## src/hw/rtl/caq_pkg.sv

```systemverilog
// Package for the coalescing activation queue: sizes, request and status codes,
// and the command struct that joins the controller to the datapath.
// No dependencies.
package caq_pkg;

  localparam int MAX_CLIENTS = 16;
  localparam int SLOT_W      = $clog2(MAX_CLIENTS);
  localparam int COUNT_W     = $clog2(MAX_CLIENTS + 1);
  localparam int HANDLE_W    = 32;
  localparam int REQ_W       = 3;
  localparam int STATUS_W    = 3;

  // Request codes.
  localparam logic [REQ_W-1:0] REQ_ADD       = 3'd0;
  localparam logic [REQ_W-1:0] REQ_ACTIVATE  = 3'd1;
  localparam logic [REQ_W-1:0] REQ_REMOVE    = 3'd2;
  localparam logic [REQ_W-1:0] REQ_POP       = 3'd3;
  localparam logic [REQ_W-1:0] REQ_TERMINATE = 3'd4;

  // Status codes.
  localparam logic [STATUS_W-1:0] ST_DONE  = 3'd0;
  localparam logic [STATUS_W-1:0] ST_GRANT = 3'd1;
  localparam logic [STATUS_W-1:0] ST_TERM  = 3'd2;
  localparam logic [STATUS_W-1:0] ST_EMPTY = 3'd3;
  localparam logic [STATUS_W-1:0] ST_FULL  = 3'd4;

  typedef struct packed {
    logic capture;
    logic execute;
  } caq_cmd_t;

endpackage

```

## src/hw/rtl/caq_ctrl.sv

```systemverilog
// Controller state machine of the coalescing activation queue.
// Depends on caq_pkg for the command struct.
module caq_ctrl
  import caq_pkg::*;
(
  input  logic     clk,
  input  logic     rst,
  input  logic     start,
  output logic     busy,
  output logic     done,
  output caq_cmd_t cmd
);

  typedef enum logic [1:0] {
    S_IDLE,
    S_EXEC,
    S_RESP
  } state_t;

  state_t state;

  always_ff @(posedge clk) begin
    if (rst) begin
      state <= S_IDLE;
      busy  <= 1'b0;
      done  <= 1'b0;
    end else begin
      case (state)
        S_IDLE: begin
          done <= 1'b0;
          if (start) begin
            state <= S_EXEC;
            busy  <= 1'b1;
          end
        end
        S_EXEC: begin
          state <= S_RESP;
          busy  <= 1'b0;
          done  <= 1'b1;
        end
        S_RESP: begin
          done <= 1'b0;
          if (start) begin
            state <= S_EXEC;
            busy  <= 1'b1;
          end else begin
            state <= S_IDLE;
          end
        end
        default: begin
          state <= S_IDLE;
          busy  <= 1'b0;
          done  <= 1'b0;
        end
      endcase
    end
  end

  assign cmd.capture = start && !busy;
  assign cmd.execute = (state == S_EXEC);

`ifndef SYNTHESIS
  a_done_single: assert property (@(posedge clk) disable iff (rst) done |=> !done)
    else $error("result strobe held for more than one cycle");
  a_accept_exec: assert property (@(posedge clk) disable iff (rst)
      (start && !busy) |=> (busy && cmd.execute))
    else $error("accepted request not executed in the next cycle");
`endif

endmodule

```

## src/hw/rtl/caq_datapath.sv

```systemverilog
// Datapath of the coalescing activation queue: slot tables, order and free
// queues, handle memory and result registers. Depends on caq_pkg.
module caq_datapath
  import caq_pkg::*;
(
  input  logic                clk,
  input  logic                rst,
  input  caq_cmd_t            cmd,
  input  logic [REQ_W-1:0]    req_type,
  input  logic [SLOT_W-1:0]   client_id,
  input  logic [HANDLE_W-1:0] client_handle,
  input  logic                deep_request,
  output logic [STATUS_W-1:0] status,
  output logic [SLOT_W-1:0]   slot_out,
  output logic [HANDLE_W-1:0] handle_out,
  output logic                deep_out,
  output logic [COUNT_W-1:0]  client_count
);

  // Captured request.
  logic [REQ_W-1:0]    req_r;
  logic [SLOT_W-1:0]   id_r;
  logic [HANDLE_W-1:0] handle_r;
  logic                deep_r;

  // Slot state.
  logic [MAX_CLIENTS-1:0] in_use, in_use_next;
  logic [MAX_CLIENTS-1:0] pending, pending_next;
  logic [MAX_CLIENTS-1:0] deep_flags, deep_flags_next;
  logic [SLOT_W-1:0]      oq [MAX_CLIENTS];
  logic [SLOT_W-1:0]      oq_next [MAX_CLIENTS];
  logic [COUNT_W-1:0]     oq_count, oq_count_next;
  logic [SLOT_W-1:0]      fq [MAX_CLIENTS];
  logic [SLOT_W-1:0]      fq_next [MAX_CLIENTS];
  logic [COUNT_W-1:0]     fq_count, fq_count_next;
  logic [COUNT_W-1:0]     high_water, high_water_next;
  logic                   stop_flag, stop_flag_next;

  // Handle memory.
  logic [HANDLE_W-1:0] handle_mem [MAX_CLIENTS];
  logic [HANDLE_W-1:0] rd_data;
  logic                mem_we;
  logic [SLOT_W-1:0]   alloc;

  // Result.
  logic [STATUS_W-1:0] res_status, res_status_next;
  logic [SLOT_W-1:0]   res_slot, res_slot_next;
  logic                res_deep, res_deep_next;
  logic                res_grant, res_grant_next;
  logic [COUNT_W-1:0]  res_count;

  // Queue compaction: entries above the removed one move down by one.
  logic [MAX_CLIENTS-1:0] match;
  logic [MAX_CLIENTS-1:0] shift_mask;

  always_ff @(posedge clk) begin
    if (cmd.capture) begin
      req_r    <= req_type;
      id_r     <= client_id;
      handle_r <= client_handle;
      deep_r   <= deep_request;
    end
  end

  always_comb begin
    for (int i = 0; i < MAX_CLIENTS; i++) begin
      match[i] = (COUNT_W'(i) < oq_count) && (oq[i] == id_r);
    end
    for (int i = 0; i < MAX_CLIENTS; i++) begin
      shift_mask[i] = |(match & MAX_CLIENTS'((2 ** (i + 1)) - 1));
    end
  end

  always_comb begin
    logic valid;
    logic add_ok;
    valid           = in_use[id_r];
    add_ok          = 1'b0;
    alloc           = fq[0];
    mem_we          = 1'b0;
    in_use_next     = in_use;
    pending_next    = pending;
    deep_flags_next = deep_flags;
    oq_next         = oq;
    oq_count_next   = oq_count;
    fq_next         = fq;
    fq_count_next   = fq_count;
    high_water_next = high_water;
    stop_flag_next  = stop_flag;
    res_status_next = ST_DONE;
    res_slot_next   = '0;
    res_deep_next   = 1'b0;
    res_grant_next  = 1'b0;

    case (req_r)
      REQ_ADD: begin
        if (fq_count != '0) begin
          alloc = fq[0];
          for (int i = 0; i < MAX_CLIENTS - 1; i++) begin
            fq_next[i] = fq[i + 1];
          end
          fq_count_next = fq_count - 1'b1;
          add_ok        = 1'b1;
        end else if (high_water < COUNT_W'(MAX_CLIENTS)) begin
          alloc           = high_water[SLOT_W-1:0];
          high_water_next = high_water + 1'b1;
          add_ok          = 1'b1;
        end else begin
          res_status_next = ST_FULL;
        end
        if (add_ok) begin
          mem_we                 = 1'b1;
          deep_flags_next[alloc] = 1'b0;
          in_use_next[alloc]     = 1'b1;
          res_slot_next          = alloc;
        end
      end
      REQ_ACTIVATE: begin
        if (valid) begin
          if (!pending[id_r]) begin
            pending_next[id_r] = 1'b1;
            if (oq_count < COUNT_W'(MAX_CLIENTS)) begin
              oq_next[oq_count[SLOT_W-1:0]] = id_r;
              oq_count_next                 = oq_count + 1'b1;
            end
            deep_flags_next[id_r] = deep_r;
          end else if (deep_r) begin
            deep_flags_next[id_r] = 1'b1;
          end
        end
      end
      REQ_REMOVE: begin
        if (valid) begin
          if (pending[id_r]) begin
            pending_next[id_r] = 1'b0;
            for (int i = 0; i < MAX_CLIENTS - 1; i++) begin
              if (shift_mask[i]) begin
                oq_next[i] = oq[i + 1];
              end
            end
            if (match != '0) begin
              oq_count_next = oq_count - 1'b1;
            end
          end
          deep_flags_next[id_r] = 1'b0;
          in_use_next[id_r]     = 1'b0;
          if (fq_count < COUNT_W'(MAX_CLIENTS)) begin
            fq_next[fq_count[SLOT_W-1:0]] = id_r;
            fq_count_next                 = fq_count + 1'b1;
          end
        end
      end
      REQ_POP: begin
        if (stop_flag) begin
          stop_flag_next  = 1'b0;
          res_status_next = ST_TERM;
        end else if (oq_count != '0) begin
          for (int i = 0; i < MAX_CLIENTS - 1; i++) begin
            oq_next[i] = oq[i + 1];
          end
          oq_count_next         = oq_count - 1'b1;
          pending_next[oq[0]]   = 1'b0;
          deep_flags_next[oq[0]] = 1'b0;
          res_status_next       = ST_GRANT;
          res_slot_next         = oq[0];
          res_deep_next         = deep_flags[oq[0]];
          res_grant_next        = 1'b1;
        end else begin
          res_status_next = ST_EMPTY;
        end
      end
      REQ_TERMINATE: begin
        stop_flag_next = 1'b1;
      end
      default: begin
      end
    endcase
  end

  always_ff @(posedge clk) begin
    if (rst) begin
      in_use     <= '0;
      pending    <= '0;
      deep_flags <= '0;
      oq_count   <= '0;
      fq_count   <= '0;
      high_water <= '0;
      stop_flag  <= 1'b0;
    end else if (cmd.execute) begin
      in_use     <= in_use_next;
      pending    <= pending_next;
      deep_flags <= deep_flags_next;
      oq_count   <= oq_count_next;
      fq_count   <= fq_count_next;
      high_water <= high_water_next;
      stop_flag  <= stop_flag_next;
    end
  end

  always_ff @(posedge clk) begin
    if (cmd.execute) begin
      oq         <= oq_next;
      fq         <= fq_next;
      res_status <= res_status_next;
      res_slot   <= res_slot_next;
      res_deep   <= res_deep_next;
      res_grant  <= res_grant_next;
      res_count  <= high_water_next - fq_count_next;
    end
  end

  // The head of the order queue is read in the execute cycle; only a pop uses it.
  always_ff @(posedge clk) begin
    if (cmd.execute) begin
      rd_data <= handle_mem[oq[0]];
      if (mem_we) begin
        handle_mem[alloc] <= handle_r;
      end
    end
  end

  assign status       = res_status;
  assign slot_out     = res_slot;
  assign handle_out   = res_grant ? rd_data : '0;
  assign deep_out     = res_deep;
  assign client_count = res_count;

`ifndef SYNTHESIS
  a_queue_bound: assert property (@(posedge clk) disable iff (rst)
      oq_count <= COUNT_W'(MAX_CLIENTS))
    else $error("order queue count beyond table size");
  a_pending_count: assert property (@(posedge clk) disable iff (rst)
      COUNT_W'($countones(pending)) == oq_count)
    else $error("pending map disagrees with order queue length");
  a_in_use_count: assert property (@(posedge clk) disable iff (rst)
      COUNT_W'($countones(in_use)) == (high_water - fq_count))
    else $error("slots in use disagree with allocation counters");
`endif

endmodule

```

## src/hw/rtl/coalescing_activation_queue_unit.sv

```systemverilog
// Top level of the coalescing activation queue: controller plus datapath.
// Depends on caq_pkg, caq_ctrl and caq_datapath.
//
// A request is transferred at a rising clock edge with start high and busy
// low. Every request produces exactly one result, shown on status, slot_out,
// handle_out, deep_out and client_count for one cycle while done is high;
// the receiver cannot stall, so it must take the result in that cycle. The
// request is applied to the slot tables and queues in the execute state; in
// the result state the registered result is presented together with the
// handle read from the slot memory. busy is low during the result cycle, so a
// new request can be transferred there while the result of the last one is
// shown. Every request type, including removal from the middle of the
// activation queue, takes the same time: the queue compacts in a single
// update. Add returns the oldest freed slot, else the next never-used one,
// else status "no free slot". A pop returns termination first if it was
// requested, else the oldest pending client and its deep flag, else status
// "nothing pending". Handles of slots that were never added are not defined.
module coalescing_activation_queue_unit
  import caq_pkg::*;
(
  input  logic                clk,
  input  logic                rst,
  input  logic                start,
  output logic                busy,
  input  logic [REQ_W-1:0]    req_type,
  input  logic [SLOT_W-1:0]   client_id,
  input  logic [HANDLE_W-1:0] client_handle,
  input  logic                deep_request,
  output logic                done,
  output logic [STATUS_W-1:0] status,
  output logic [SLOT_W-1:0]   slot_out,
  output logic [HANDLE_W-1:0] handle_out,
  output logic                deep_out,
  output logic [COUNT_W-1:0]  client_count
);

  caq_cmd_t cmd;

  // The controller sequences each transfer through execute and result cycles.
  caq_ctrl u_ctrl (
    .clk   (clk),
    .rst   (rst),
    .start (start),
    .busy  (busy),
    .done  (done),
    .cmd   (cmd)
  );

  // The datapath holds all client state and the result registers.
  caq_datapath u_datapath (
    .clk           (clk),
    .rst           (rst),
    .cmd           (cmd),
    .req_type      (req_type),
    .client_id     (client_id),
    .client_handle (client_handle),
    .deep_request  (deep_request),
    .status        (status),
    .slot_out      (slot_out),
    .handle_out    (handle_out),
    .deep_out      (deep_out),
    .client_count  (client_count)
  );

endmodule
```

## config.mk

```make
export PLATFORM = sky130hd
export DESIGN_NAME = coalescing_activation_queue_unit
export DESIGN_NICKNAME = d
export VERILOG_FILES = /design/src/hw/rtl/caq_pkg.sv /design/src/hw/rtl/caq_ctrl.sv /design/src/hw/rtl/caq_datapath.sv /design/src/hw/rtl/coalescing_activation_queue_unit.sv
export SDC_FILE = /design/constraint.sdc
export NUM_CORES = 1
export LEC_CHECK = 0
export BUFFER_PORTS_ARGS = -buffer_cell sky130_fd_sc_hd__buf_2
export CELL_PAD_IN_SITES_DETAIL_PLACEMENT = 0
export CELL_PAD_IN_SITES_GLOBAL_PLACEMENT = 1
export CORE_ASPECT_RATIO = 1.25
export CORE_UTILIZATION = 43
export CTS_BUF_LIST = sky130_fd_sc_hd__clkbuf_16
export CTS_CLUSTER_DIAMETER = 50
export DETAILED_ROUTE_END_ITERATION = 6
export GPL_TIMING_DRIVEN = 0
export PLACE_DENSITY = 0.74
export SLEW_MARGIN = 10
export SYNTH_ARGS = -nofsm -noshare
export SYNTH_HDL_FRONTEND = slang
export SYNTH_HIERARCHICAL = 1
export SYNTH_SLANG_ARGS = --single-unit
```

## constraint.sdc

```tcl
create_clock -name clk -period 4.35 [get_ports clk]
set_input_delay 1.0875 -clock clk [delete_from_list [all_inputs] [get_ports clk]]
set_output_delay 1.0875 -clock clk [all_outputs]
set_load 0.02 [all_outputs]
```

### Word level (Yosys, flattened, before mapping)

Memory sizes are Yosys's and may differ from the RTL's. A register that Yosys moved wholly into a read port is not among the register bits.
Index checks and enable logic that the tools add are counted.

| storage, ports and cells | value |
|---|---|
| logic and storage cells | 336 |
| bits of input ports | 43 |
| register bits after elaboration | 250 |
| bits in writable memories | 512 |
| memories | 1 |
| output and inout bits | 47 |

| cells by class | value |
|---|---|
| $lt $le $gt $ge | 29 |
| muxes and demuxes | 108 |
| bitwise operators | 18 |
| reduce and logical (&&, ||, !) cells | 73 |
| add/sub/neg operators | 6 |
| equal/unequal tests | 50 |

Memories:

| name | words | width | read ports | clocked after Yosys merged registers in | write ports | line | text |
|---|---|---|---|---|---|---|---|
| u_datapath.handle_mem | 16 | 32 | 1 | 1 | 1 | caq_datapath.sv:40 | `logic [HANDLE_W-1:0] handle_mem [MAX_CLIENTS];` |

Operators by type and width:

| operator | count |
|---|---|
| two-way mux 64 bit | 5 |
| two-way mux 60 bit | 5 |
| two-way mux 16 bit | 15 |
| case mux 60 bit (3 select lines) | 1 |
| AND reduction 10 bit | 16 |
| bitwise mux 64 bit | 2 |
| case mux 60 bit (2 select lines) | 1 |
| AND 16 bit | 6 |
| two-way mux 4 bit | 24 |
| two-way mux 5 bit | 14 |
| == test 4 bit | 16 |
| case mux 16 bit (4 select lines) | 1 |
| != test 2 x 1 -> 1 bit (second input constant) | 24 |
| inverter 16 bit | 3 |
| bitwise OR 16 bit | 3 |
| case mux 16 bit (3 select lines) | 1 |
| < comparator 4 x 5 -> 1 bit (first input constant) | 8 |
| demux 4 bit (select 4 bit) | 2 |
| two-way mux 32 bit | 1 |
| case mux 16 bit (2 select lines) | 1 |
| logical AND 1 bit | 22 |
| < comparator 3 x 5 -> 1 bit (first input constant) | 4 |
| two-way mux 1 bit | 17 |
| bitwise mux 16 bit | 1 |
| other kinds (55) | 91 |

### Longest topological paths before layout

Gate-level depths: netlist of the first run.

| logic depth | value |
|---|---|
| depth in word-level cells | 12 |
| depth in mapped cells | 16 |
| mapped depth without buffers | 14 |

### Hierarchy

The synthesis of the first run kept the hierarchy.

Modules (own cells, without submodules):

| module | sequential area each (um^2) | times used | cells each | area an instance (um^2) |
|---|---|---|---|---|
| caq_datapath | 23,082.1 | 1 | 2,132 | 33,457.1 |
| caq_ctrl | 80.1 | 1 | 11 | 131.4 |

### Least setup slack after synthesis of the first run

OpenSTA, ideal clock, no wires.

| path | value |
|---|---|
| path kind | reg-to-reg |
| start | register u_datapath.fq_count[0] |
| end | memory u_datapath.handle_mem[13][0], enable pin |
| setup time | 423 ps |
| slack | 392 ps |
| clock period less this slack | 3,958 ps |
| arrival time | 3,535 ps |
| cell stages (with the launch flop) | 9 |
| data required time | 3,927 ps |
| path buffers | 2 |
| cell sequence | dfxtp_1 > inv_1 > ha_1 > or4b_1 > buf_2 > nor3_2 > buf_2 > a31oi_1 > nor2_1 |

| on the way | value |
|---|---|
| longest elaborated chain between the ends | 8 |
| elaborated cells on any way between the ends | 11 |
| those cells by class | mux: 10; reduce/logical: 1 |

Ends and longest elaborated chain:

| item | line | text |
|---|---|---|
| from (decl) | caq_datapath.sv:35 | `logic [COUNT_W-1:0] fq_count, fq_count_next;` |
| from (signal assigned) | caq_datapath.sv:194 | `fq_count <= fq_count_next;` |
| nonzero test 5 bit * | caq_datapath.sv:97 | `if (fq_count != '0) begin` |
| two-way mux 1 bit | caq_datapath.sv:97 |  |
| two-way mux 1 bit | caq_datapath.sv:95 | `case (req_r)` |
| two-way mux 1 bit | caq_datapath.sv:111 | `if (add_ok) begin` |
| two-way mux 1 bit | caq_datapath.sv:95 |  |
| two-way mux 1 bit | caq_datapath.sv:216 | `if (mem_we) begin` |
| two-way mux 1 bit | caq_datapath.sv:214 | `if (cmd.execute) begin` |
| two-way mux 1 bit (implied by the code) | caq_datapath.sv:217 | `handle_mem[alloc] <= handle_r;` |
| to (decl) | caq_datapath.sv:40 |  |

Every way passes the cells marked *; elsewhere a longest branch is shown, timed or not. The select of a mux whose other input is x is not followed.

### Final worst setup path of the first run

| path | value |
|---|---|
| start | register u_datapath.id_r[1] |
| end | register u_datapath.res_count[4], in the netlist u_datapath/client_count[4], data pin |

| on the way | value |
|---|---|
| longest elaborated chain between the ends | 5 |

Ends and longest elaborated chain:

| item | line | text |
|---|---|---|
| from (decl) | caq_datapath.sv:22 | `logic [SLOT_W-1:0] id_r;` |
| from (signal assigned) | caq_datapath.sv:59 | `id_r <= client_id;` |
| binary-select mux 1 bit (select 4 bit) | caq_datapath.sv:77 | `valid = in_use[id_r];` |
| two-way mux 1 bit (implied by the code) | caq_datapath.sv:77 |  |
| two-way mux 5 bit | caq_datapath.sv:133 | `if (valid) begin` |
| case mux 5 bit (2 select lines) | caq_datapath.sv:95 |  |
| subtractor 5 bit | caq_datapath.sv:208 | `res_count <= high_water_next - fq_count_next;` |
| to (signal assigned) | caq_datapath.sv:208 |  |
| to (decl) | caq_datapath.sv:50 | `logic [COUNT_W-1:0] res_count;` |

Every way passes these cells. The select of a mux whose other input is x is not followed.
A chain may end at the register's enable or synchronous reset.

==> results summary, run 1 <==
The run finished, with violations left. The checks that failed: setup timing. The power density relative to cell area came out at 422.2 nW/µm². Setup repair after global routing could not meet its margin everywhere. In this run the biggest area consumer among cell types represents 64.91% of the synthesized area. The time the worst path needs with I/O delays and setup is 4352 ps. The endpoint of the worst hold-timing path is u_ctrl/busy. Along the worst hold path, the cell count comes to 1. The instance area at placement is 36140 µm². For this run, global-route usage on met3 was measured as roughly 3.4%. The number of global-route vias before repair came out at 20.53k. The kind of end point of the critical path is a register. The synthesized instance count came out at approximately 2.1k. The number of buffers between clock root and the deepest sink came out at 3. In this run the count of I/O pins placed on the die edge is 90.

The kind of start point of the critical path is a register. Measured in cells, the most critical reg-to-reg path has a length of 14. The number of max-slew violations in the final report came to 0.

By area the synthesized netlist is led by edfxtp_1 (65%), mux4_2 (11%), dfxtp_1 (4.1%). Once detail routing completed, the nets flagged for antenna violations numbered 0. The die area came out at 79240 µm². The initial antenna violation count came out at 1. The data arrival time of the critical path came out at about 4700 ps. The worst register-to-register path begins at u_datapath/id_r[1].

The count of cells in the finished layout, fillers not included, comes to 3459. The clock tree from TritonCTS is yes. The clock network is responsible for 44.8% of the overall power. The worst hold path begins at u_ctrl/state[0]. In this run, post-CTS hold repair placed 0 buffers. The total core area is between 70000 and 80000 µm². After detailed routing, the number of vias per cell comes to 5.824. A synthesized cell averages between 15 and 20 µm². The count of TritonRoute iterations in the first routing pass came out at 5. The number of fill cells in the layout came out at 6461. The layer with the highest usage is met2. Counting every net in the synthesized netlist gives 2201.

The share of synthesized flip-flops with an asynchronous set or reset came out at 0%. The total clock sinks is 794. The final HPWL from detailed placement is between 50000 and 60000 µm.

The post-synthesis cell type count came out at 83. At the pin with the least slew margin, the transition time is 1195 ps. The cell area that synthesis handed to floorplanning was 33590 µm². The largest voltage drop on the vdd net is 0.0003669 V.

The area overhead of the layout relative to synthesis is 16.35%. The number of warnings printed during yosys synthesis came out at 6. The die outline width is 252.0 µm.

The worst hold path belongs to the class register to register. The total wire length is about 89000 µm. The met1 track demand over resource came out at between 20 and 30%. The count of final setup violators is 1.

The clock network latency to the later pin of the worst-skew pair came out at around 650 ps. The maximum number of pins on one net before global-route repair is 21. At the end of the flow the core is filled with cells to 50.55%.

The finished layout cell area came out at 39080 µm². Max-cap violations in this run came to 0. The total inserted antenna cells is 0. Among all flip-flop cells after synthesis, the most frequent one is edfxtp_1. The die span in y is 314.5 µm.

The global-route wire length before repair came out at around 130000 µm. The violation count after the first detailed-routing iteration came out at 1916. The count of input and output buffers is 89. The cell taking the most area after synthesis is edfxtp_1. The post-route fraction of the period consumed by the critical path is 100.1%.

In the final routed layout, each cell accounts on average for 25.76 µm. The switching fraction of total power came out at 21.89%. At the worst endpoint, the required time is 4720 ps. The final setup TNS is -2.286 ps. Final hold analysis gives a worst-case slack of 458.1 ps. The internal cell power came out at between 10000 and 15000 µW. The global-route track usage on met2 came out at between 30% and 40%. The worst-case headroom to the max-slew limit came out at roughly a fifth. The placed cell count is 3304. The global-route usage over all layers came out at between 20% and 30%.

The worst setup path is of the register to register kind. For the final database, setup skew stands at 45.95 ps. The clock transition at the register clock pins on the worst setup and hold paths after CTS came out at 60 ps. The post-layout net count is 2405. The initial utilization of the core area, before any placement, comes to 43.45%. The sequential area share after synthesis is 68.96%. For this run, design rule violations remaining after detail routing come to 0.

Cells with a size suffix above 1 make up between 10% and 20% of the layout. The endpoint identified for the worst register-to-register timing path is u_datapath/client_count[4]. The floorplan has 114 rows. The post-CTS setup buffer count came out at 0. The total overflow reported by the global router is 0.

The reported leakage power is 0.01262 µW. The sequential share of power came out at 51.4%. The via count is 20.15k. The switching power of the nets is 3611 µW. The register bit total from synthesis came out at 794. In this run the clock root is driven by a clkbuf_16. The number of hold-slack violations in the final timing report is 0.

The maximum level of the CTS H-tree is 3. Yosys mapped a number of flops with a built-in enable equal to 726. In the post-route analysis, the smallest setup slack over all paths is -2.286 ps.

The slack of the worst reg-to-reg path is -2 ps. Static timing analysis puts the maximum clock frequency at about 230 MHz. The maximum fanout encountered on the critical timing path is 10. The final weighted congestion in routability-driven placement is 0.9434. Counting the buffers created by CTS gives 85.

The combinational fraction of design power came out at roughly 3.7%.
final cells by class:
class	instances	area [µm²]	share of cell area [%]
repair buffers	117	1119	2.862
clock inverters	70	787.0	2.014
well taps	1044	1306	3.342
clock buffers	85	2127	5.443
inverters	13	48.80	0.1249
multi-input cells	1203	9938	25.43
plain buffers	133	593.1	1.518
flip-flops and latches	794	23160	59.27
placed cells by master (no fill, tap or decap), drive strengths merged, types with 7 or more instances in the layout:
cell type | netlist | layout
a21oi | 74 | 74
and2 | 40 | 40
o21a | 21 | 21
nor2b | 15 | 15
o211ai | 9 | 9
or3 | 10 | 10
bufinv | 0 | 11
xor2 | 29 | 29
nor2 | 115 | 115
o21ai | 177 | 177
a221o | 8 | 8
mux2i | 13 | 13
a211oi | 21 | 21
a31oi | 10 | 10
nand3 | 33 | 33
nor3 | 30 | 30
ha | 14 | 14
dfxtp | 68 | 68
nand2 | 225 | 225
a22o | 8 | 8
clkbuf | 89 | 174
buf | 44 | 161
xnor2 | 50 | 50
mux4 | 171 | 171
clkinv | 3 | 36
nand2b | 14 | 14
nand4 | 14 | 14
edfxtp | 726 | 726
nor4 | 9 | 9
and3 | 7 | 7
inv | 10 | 31
worst max-delay path by stage:
| stage | from | to | slack [ps] |
|---|---|---|---|
| 6_report | u_datapath/id_r[1] | u_datapath/client_count[4] | -2 |
| 5_1_grt | u_datapath/id_r[0] | u_datapath/client_count[4] | -110 |
| 4_1_cts | u_datapath/id_r[0] | u_datapath/client_count[4] | 40 |
| 3_5_place_dp | u_datapath/id_r[0] | u_datapath/client_count[4] | -90 |
| 3_3_place_gp | u_ctrl/state[0] | u_datapath/handle_mem[13][7] | -2930 |
| 2_1_floorplan | u_datapath/fq_count[0] | u_datapath/handle_mem[13][0] | 390 |
flip-flops by register name, summed over array words and instances (netlist names), 2 cells and up:
name                     count
u_datapath/handle_mem      512
u_datapath/in_use           16
u_datapath/status            3
u_datapath/rd_data          32
u_datapath/client_count      5
u_datapath/fq               64
u_datapath/pending          16
u_datapath/high_water        5
u_datapath/oq               64
u_datapath/id_r              4
u_datapath/deep_flags       16
u_datapath/req_r             3
u_ctrl/state                 2
u_datapath/slot_out          4
u_datapath/oq_count          5
u_datapath/fq_count          5
u_datapath/handle_r         32
per-layer routing:
metal,routed length [µm],share of wire [%],vias up
li1,-,-,8779
met1,35540,40,10370
met2,44650,50,793
met3,5738,6.4,200
met4,3177,3.6,2
met5,7,0.0079,-
worst max-delay path, cell delays in order, from the launching register on:
cell      delay, ps
edfxtp_1        440
buf_2           280
clkinv_1        490
o22ai_1         500
o22ai_4         220
nand2b_1        200
nor2_1          120
clkbuf_1        280
a221oi_1        420
a21o_1          180
ha_1            280
a21o_1          190
a21oi_1         190
xnor2_1         170
xnor2_1         130
cells by family (layout without fill, tap and decap cells):
| logic type | count (synthesis) | count (layout) | synth area share (%) |
|---|---|---|---|
| flops | 794 | 794 | 68.96 |
| simple gates | 538 | 538 | 7.487 |
| compound gates | 381 | 381 | 6.891 |
| mux | 190 | 190 | 12.11 |
| buf+inv | 146 | 418 | 1.911 |
| xor+xnor | 79 | 79 | 2.060 |
| fa+ha+maj | 15 | 15 | 0.5811 |
per-stage QoR:
step                      worst slack (ps)  total power, µW
final                               -2.286            16500
after global routing                -106.4            16980
after CTS                            36.87            16650
after detailed placement            -91.92             9256
after global placement               -2935             9229
after floorplan                      392.4             8985
what timing repair did:
action                                  4_1_cts  5_1_grt
resized for setup                             1        4
endpoints found under the hold margin         0        0
endpoints found under the setup margin        1       34
synth_stat cells, types with 5 or more instances:
library cell and n:
nand2_1 225, o31ai_1 6, mux4_1 5, a221o_1 8
xor2_1 29, nand4_1 14, nand3_1 33, a22o_1 8
nand3b_1 5, a22oi_1 5, clkbuf_1 89, ha_1 14
a221oi_1 5, xnor2_1 50, mux2_2 6, a31oi_1 10
mux4_2 166, mux2i_1 13, a211oi_1 20, dfxtp_1 68
and3_1 7, nand2b_1 14, buf_1 19, a21oi_1 72
nor2_1 114, nor4_1 9, nor2b_1 14, o21ai_0 171
and2_1 39, o21a_1 21, or3_1 9, nor3b_1 6
nor3_1 28, inv_1 10, o211ai_1 9, buf_2 16
a21o_1 6, o21ai_1 6, edfxtp_1 726
power by group through the flow:
stage          registers, µW  clock network (µW)  logic, µW
3_3_place_gp            8640                   0        588
6_report                8490                7400        616
3_5_place_dp            8650                   0        610
4_1_cts                 8480                7550        615
5_1_grt                 8490                7830        657
2_1_floorplan           8620                   0        370
Note: power is estimated with default switching activity, not from simulation.
==> inputs of run 2 (changes only) <==
- ABC_AREA: unset -> 1
- PLACE_DENSITY: 0.74 -> 0.77
==> run 2 against run 1 <==
The flow now finishes without violations. Sequential power rose by 0.5%. Fmax grew 6.5%. Clock-buffer cell count increased by 2. Synthesized area increased by 1.2%. Power rose by 1.0%. Largest cell class unchanged.
==> results summary, run 2 <==
The pre-CTS worst setup slack came to 125.9 ps (was -91.92 ps). The number of nets still failing antenna checks after routing is 0 (unchanged). The slew at the pin closest to its max-slew limit is 1205 ps (was 1195 ps).

The number of warnings printed during yosys synthesis is 6 (unchanged). The post-synthesis cell type count came out at 45 (was 83). The final setup TNS is 0 ps (was -2.286 ps). The worst-case headroom to the max-slew limit is 19.39% (was 19.74%). The arithmetic-cell share of the synthesized area counting full adders, half adders and majority gates is 0.5741% (was 0.5811%). The number of flip-flops in the largest register came to 512 (unchanged).

The timing-limited maximum frequency is 244.8 MHz (was 229.8 MHz). The post-synthesis compound-gate area fraction is 14.28% (was 6.891%). The layout cell share with drive strength beyond 1 is 10.61% (was 19.83%).

The mux cell area share after synthesis is 0% (was 12.11%). The total overflow reported by the global router came out at 0 (unchanged). Biggest registers after layout: u_datapath/handle_mem x512, u_datapath/fq x64, u_datapath/oq x64 (unchanged). The post-layout worst setup margin came out at 264.4 ps (was -2.286 ps). The main combinational cell family by area after synthesis is compound AO/OA/AOI/OAI gates (was multiplexers). The number of standard cells in the final layout excluding fillers came out at 4231 (was 3459).

The delay of the slowest cell on the worst path was 700 ps (was 500 ps). The data arrival time of the critical path came out at 4460 ps (was 4720 ps). The die area came out at 80210 µm² (was 79240 µm²). The clock transition at the register clock pins on the worst setup and hold paths after CTS came out at 60 ps (about the same). The number of buffers between clock root and the deepest sink is 3 (unchanged). Leading cell types by total area after synthesis: edfxtp_1 (64%), a22oi_1 (5.8%), nand2_1 (5.3%) (was edfxtp_1 (65%), mux4_2 (11%), dfxtp_1 (4.1%)).

The clock skew after layout is 27.63 ps (was 45.95 ps). The post-synthesis share of cell area spent on and, or, nand and nor gates was 11.44% (was 7.487%). The global-route usage over all layers came out at 27.04% (was 22.72%). The number of hold-slack violations in the final timing report is 0 (unchanged). The final HPWL from detailed placement is 74080 µm (was 59480 µm). The type of the most critical hold path was register to register (unchanged). The final weighted congestion in routability-driven placement came out at 0.9562 (was 0.9434). The power density relative to cell area is 423.1 nW/µm² (was 422.2 nW/µm²). Crit path cell chain: inv_1 > nand2_2 > nor2_2 > clkbuf_1 > nand2_1 > nor2_1 > buf_2 > o21ai_1 > o21ai_0 > inv_1 > fa_1 > a31oi_1 > xor2_1 > xor2_1 (was buf_2 > clkinv_1 > o22ai_1 > o22ai_4 > nand2b_1 > nor2_1 > clkbuf_1 > a221oi_1 > a21o_1 > ha_1 > a21o_1 > a21oi_1 > xnor2_1 > xnor2_1). The number of flops mapped to enable cells by yosys was 726 (unchanged).

The via count is 24.78k (was 20.15k). The count of hold-fix buffers inserted at cts came out at 0 (unchanged). The register bit total from synthesis was 794 (unchanged). The DRC violations left is 0 (unchanged). The clock tree from TritonCTS is yes (unchanged). The number of clock buffers inserted by TritonCTS came to 86 (was 85). The total core area was 77740 µm² (was 77310 µm²).

The total number of placement rows came out at 114 (unchanged). The commonest non-fill, non-tap cell in the layout is edfxtp_1 (unchanged). The number of vias per cell after detailed routing is 5.857 (was 5.824). The cell family contributing the most delay on the critical path is buffers and inverters (was compound AO/OA/AOI/OAI gates). The die outline width is 253.5 µm (was 252.0 µm). The starting density of the core was 43.74% (was 43.45%). The count of TritonRoute iterations in the first routing pass is 6 (was 5). The worst-path cell with the longest stage delay is clkbuf_1 (was o22ai_1). The number of placed I/O pins came out at 90 (unchanged). The post-route fraction of the period consumed by the critical path came to 93.92% (was 100.1%).

The initial antenna violation count is 0 (was 1). The sequential area share after synthesis is 68.12% (was 68.96%). The number of global-route vias before repair is 24.14k (was 20.53k). The kind of start point of the critical path was a register (unchanged). The cell area after synthesis came out at 34000 µm² (was 33590 µm²). The total clock sinks is 794 (unchanged).

Most frequent cells in the layout: edfxtp_1 (726), nand2_1 (481), inv_1 (264) (was edfxtp_1 (726), nand2_1 (225), o21ai_0 (170)). The clock network latency to the later pin of the worst-skew pair is 660 ps (was 650 ps). The kind of end point of the critical path is a register (unchanged). The placed cell count was 4077 (was 3304). The total power consumption of the routed design came out at 16670 µW (was 16500 µW). The area overhead of the layout relative to synthesis came to 15.85% (was 16.35%). The share of the synthesized area in the top cell type is 64.12% (was 64.91%). RSZ-0062 raised after global routing: no (was yes). Commonest cells in the synthesized netlist: edfxtp_1 (726), nand2_1 (481), nor2_1 (271), a22oi_1 (261), inv_1 (248) (was edfxtp_1 (726), nand2_1 (225), o21ai_0 (171), mux4_2 (166), nor2_1 (114)). The endpoint required time on the critical path is 4730 ps (was 4720 ps). The share of synthesized flip-flops with an asynchronous set or reset is 0% (unchanged). The reported leakage power is 0.01415 µW (was 0.01262 µW). The violation count after the first detailed-routing iteration is 2730 (was 1916). The synthesized net count is 2975 (was 2201). The maximum level of the CTS H-tree was 3 (unchanged). The xor-xnor portion of the synthesized cell area is 0.6440% (was 2.060%).

Outcome: finished clean (was finished with violations). The die span in y came out at 316.4 µm (was 314.5 µm). The total wire length was 108800 µm (was 89120 µm). The time the worst path needs with I/O delays and setup is 4086 ps (was 4352 ps). The largest voltage drop on the vdd net came out at 0.0005151 V (was 0.0003669 V). The register with the most flip-flops was u_datapath/handle_mem (unchanged). The synthesized area divided by synthesized cell count came out at 11.66 µm² (was 15.67 µm²). The average detailed-routed wire length per instance is 25.71 µm (was 25.76 µm). The clock tree root driver cell is clkbuf_16 (unchanged). The cell taking the most area after synthesis was edfxtp_1 (unchanged). The maximum number of pins on one net before global-route repair came out at 36 (was 21). The number of buffer and inverter instances along the worst setup path is 4 (was 3). The count of input and output buffers came to 89 (unchanged).

The maximum fanout encountered on the critical timing path came out at 10 (unchanged). The synthesized instance count is 2917 (was 2143). The post-layout net count is 3179 (was 2405). The count of final setup violators came to 0 (was 1). The top flip-flop cell by instance count after synthesis is edfxtp_1 (unchanged).

The most instantiated library cell after synthesis is edfxtp_1 (unchanged). The category of the most critical setup path is register to register (unchanged). The number of max-cap violations is 0 (unchanged). The total inserted antenna cells was 0 (unchanged).

The number of max-slew violations in the final report is 0 (unchanged). The global-route wire length before repair is 157100 µm (was 132200 µm).
run 2: area by class of cell:
type                       count  area [µm²]
clock buffer                  87        2177
buffer                       167       719.4
fill                        6788       38350
tap                         1044        1306
sequential                   794       23160
inverter                     256       963.4
multi-input combinational   1700        9286
timing repair buffer         116        1129
clock inverter                67       644.4
run 2: cell families (layout without fill, tap and decap cells):
group	count (synthesis)	count (layout)
AND/OR/NAND/NOR	929	929
flip-flops	794	794
AO/OA/AOI/OAI	731	731
buffers and inverters	423	693
XOR/XNOR	25	25
adder cells (fa/ha/maj)	15	15
run 2: path summary, 6_finish.rpt:
check	from	end	slack (ps)	cells after the start
worst max register to register	u_datapath/req_r[2]	u_datapath/client_count[4]	260	14
worst min-delay path	u_datapath/pending[4]	u_datapath/pending[4]	440	2
worst max-delay path	u_datapath/req_r[2]	u_datapath/client_count[4]	260	14
worst min register to register	u_datapath/pending[4]	u_datapath/pending[4]	440	2
run 2: metrics by stage:
stage | hold WS, ps | utilization (%) | instance area [µm²]
after CTS | 443.2 | 50.67 | 39390
after global routing | 461.1 | 50.67 | 39390
final | 444.4 | 50.67 | 39390
after detailed placement | 433.0 | 47.04 | 36570
after floorplan | 420.8 | - | 34000
after global placement | 431.9 | 45.99 | 35750
run 2: worst reg2reg max path, delay by kind of cell, from the launching register on:
kind / cells / cell delay [ps]
buf+inv: 4 / 1280
simple gates: 4 / 920
fa+ha+maj: 1 / 470
flops: 1 / 460
compound gates: 3 / 400
xor+xnor: 2 / 290
run 2: per-layer routing:
metal  track usage, %  wire [µm]  vias up
met2            47.68      55230     1235
met3            3.899       8214      298
met4            14.20       5520        0
met1            31.93      39820    12180
met5                0          0        -
li1                 -          -    11060
run 2: repair_timing:
| action | CTS | global route |
|---|---|---|
| endpoints found under the setup margin | 0 | 1 |
| resized for setup | 0 | 2 |
| endpoints found under the hold margin | 0 | 0 |
| buffers inserted | 0 | 0 |
run 2: power breakdown:
group | internal [µW] | switching [µW] | total (µW) | leakage [µW]
registers | 8420 | 109 | 8530 | 0.00714
clock network | 4210 | 3080 | 7300 | 0.00145
logic | 221 | 623 | 845 | 0.00556
total | 12900 | 3820 | 16700 | 0.0141
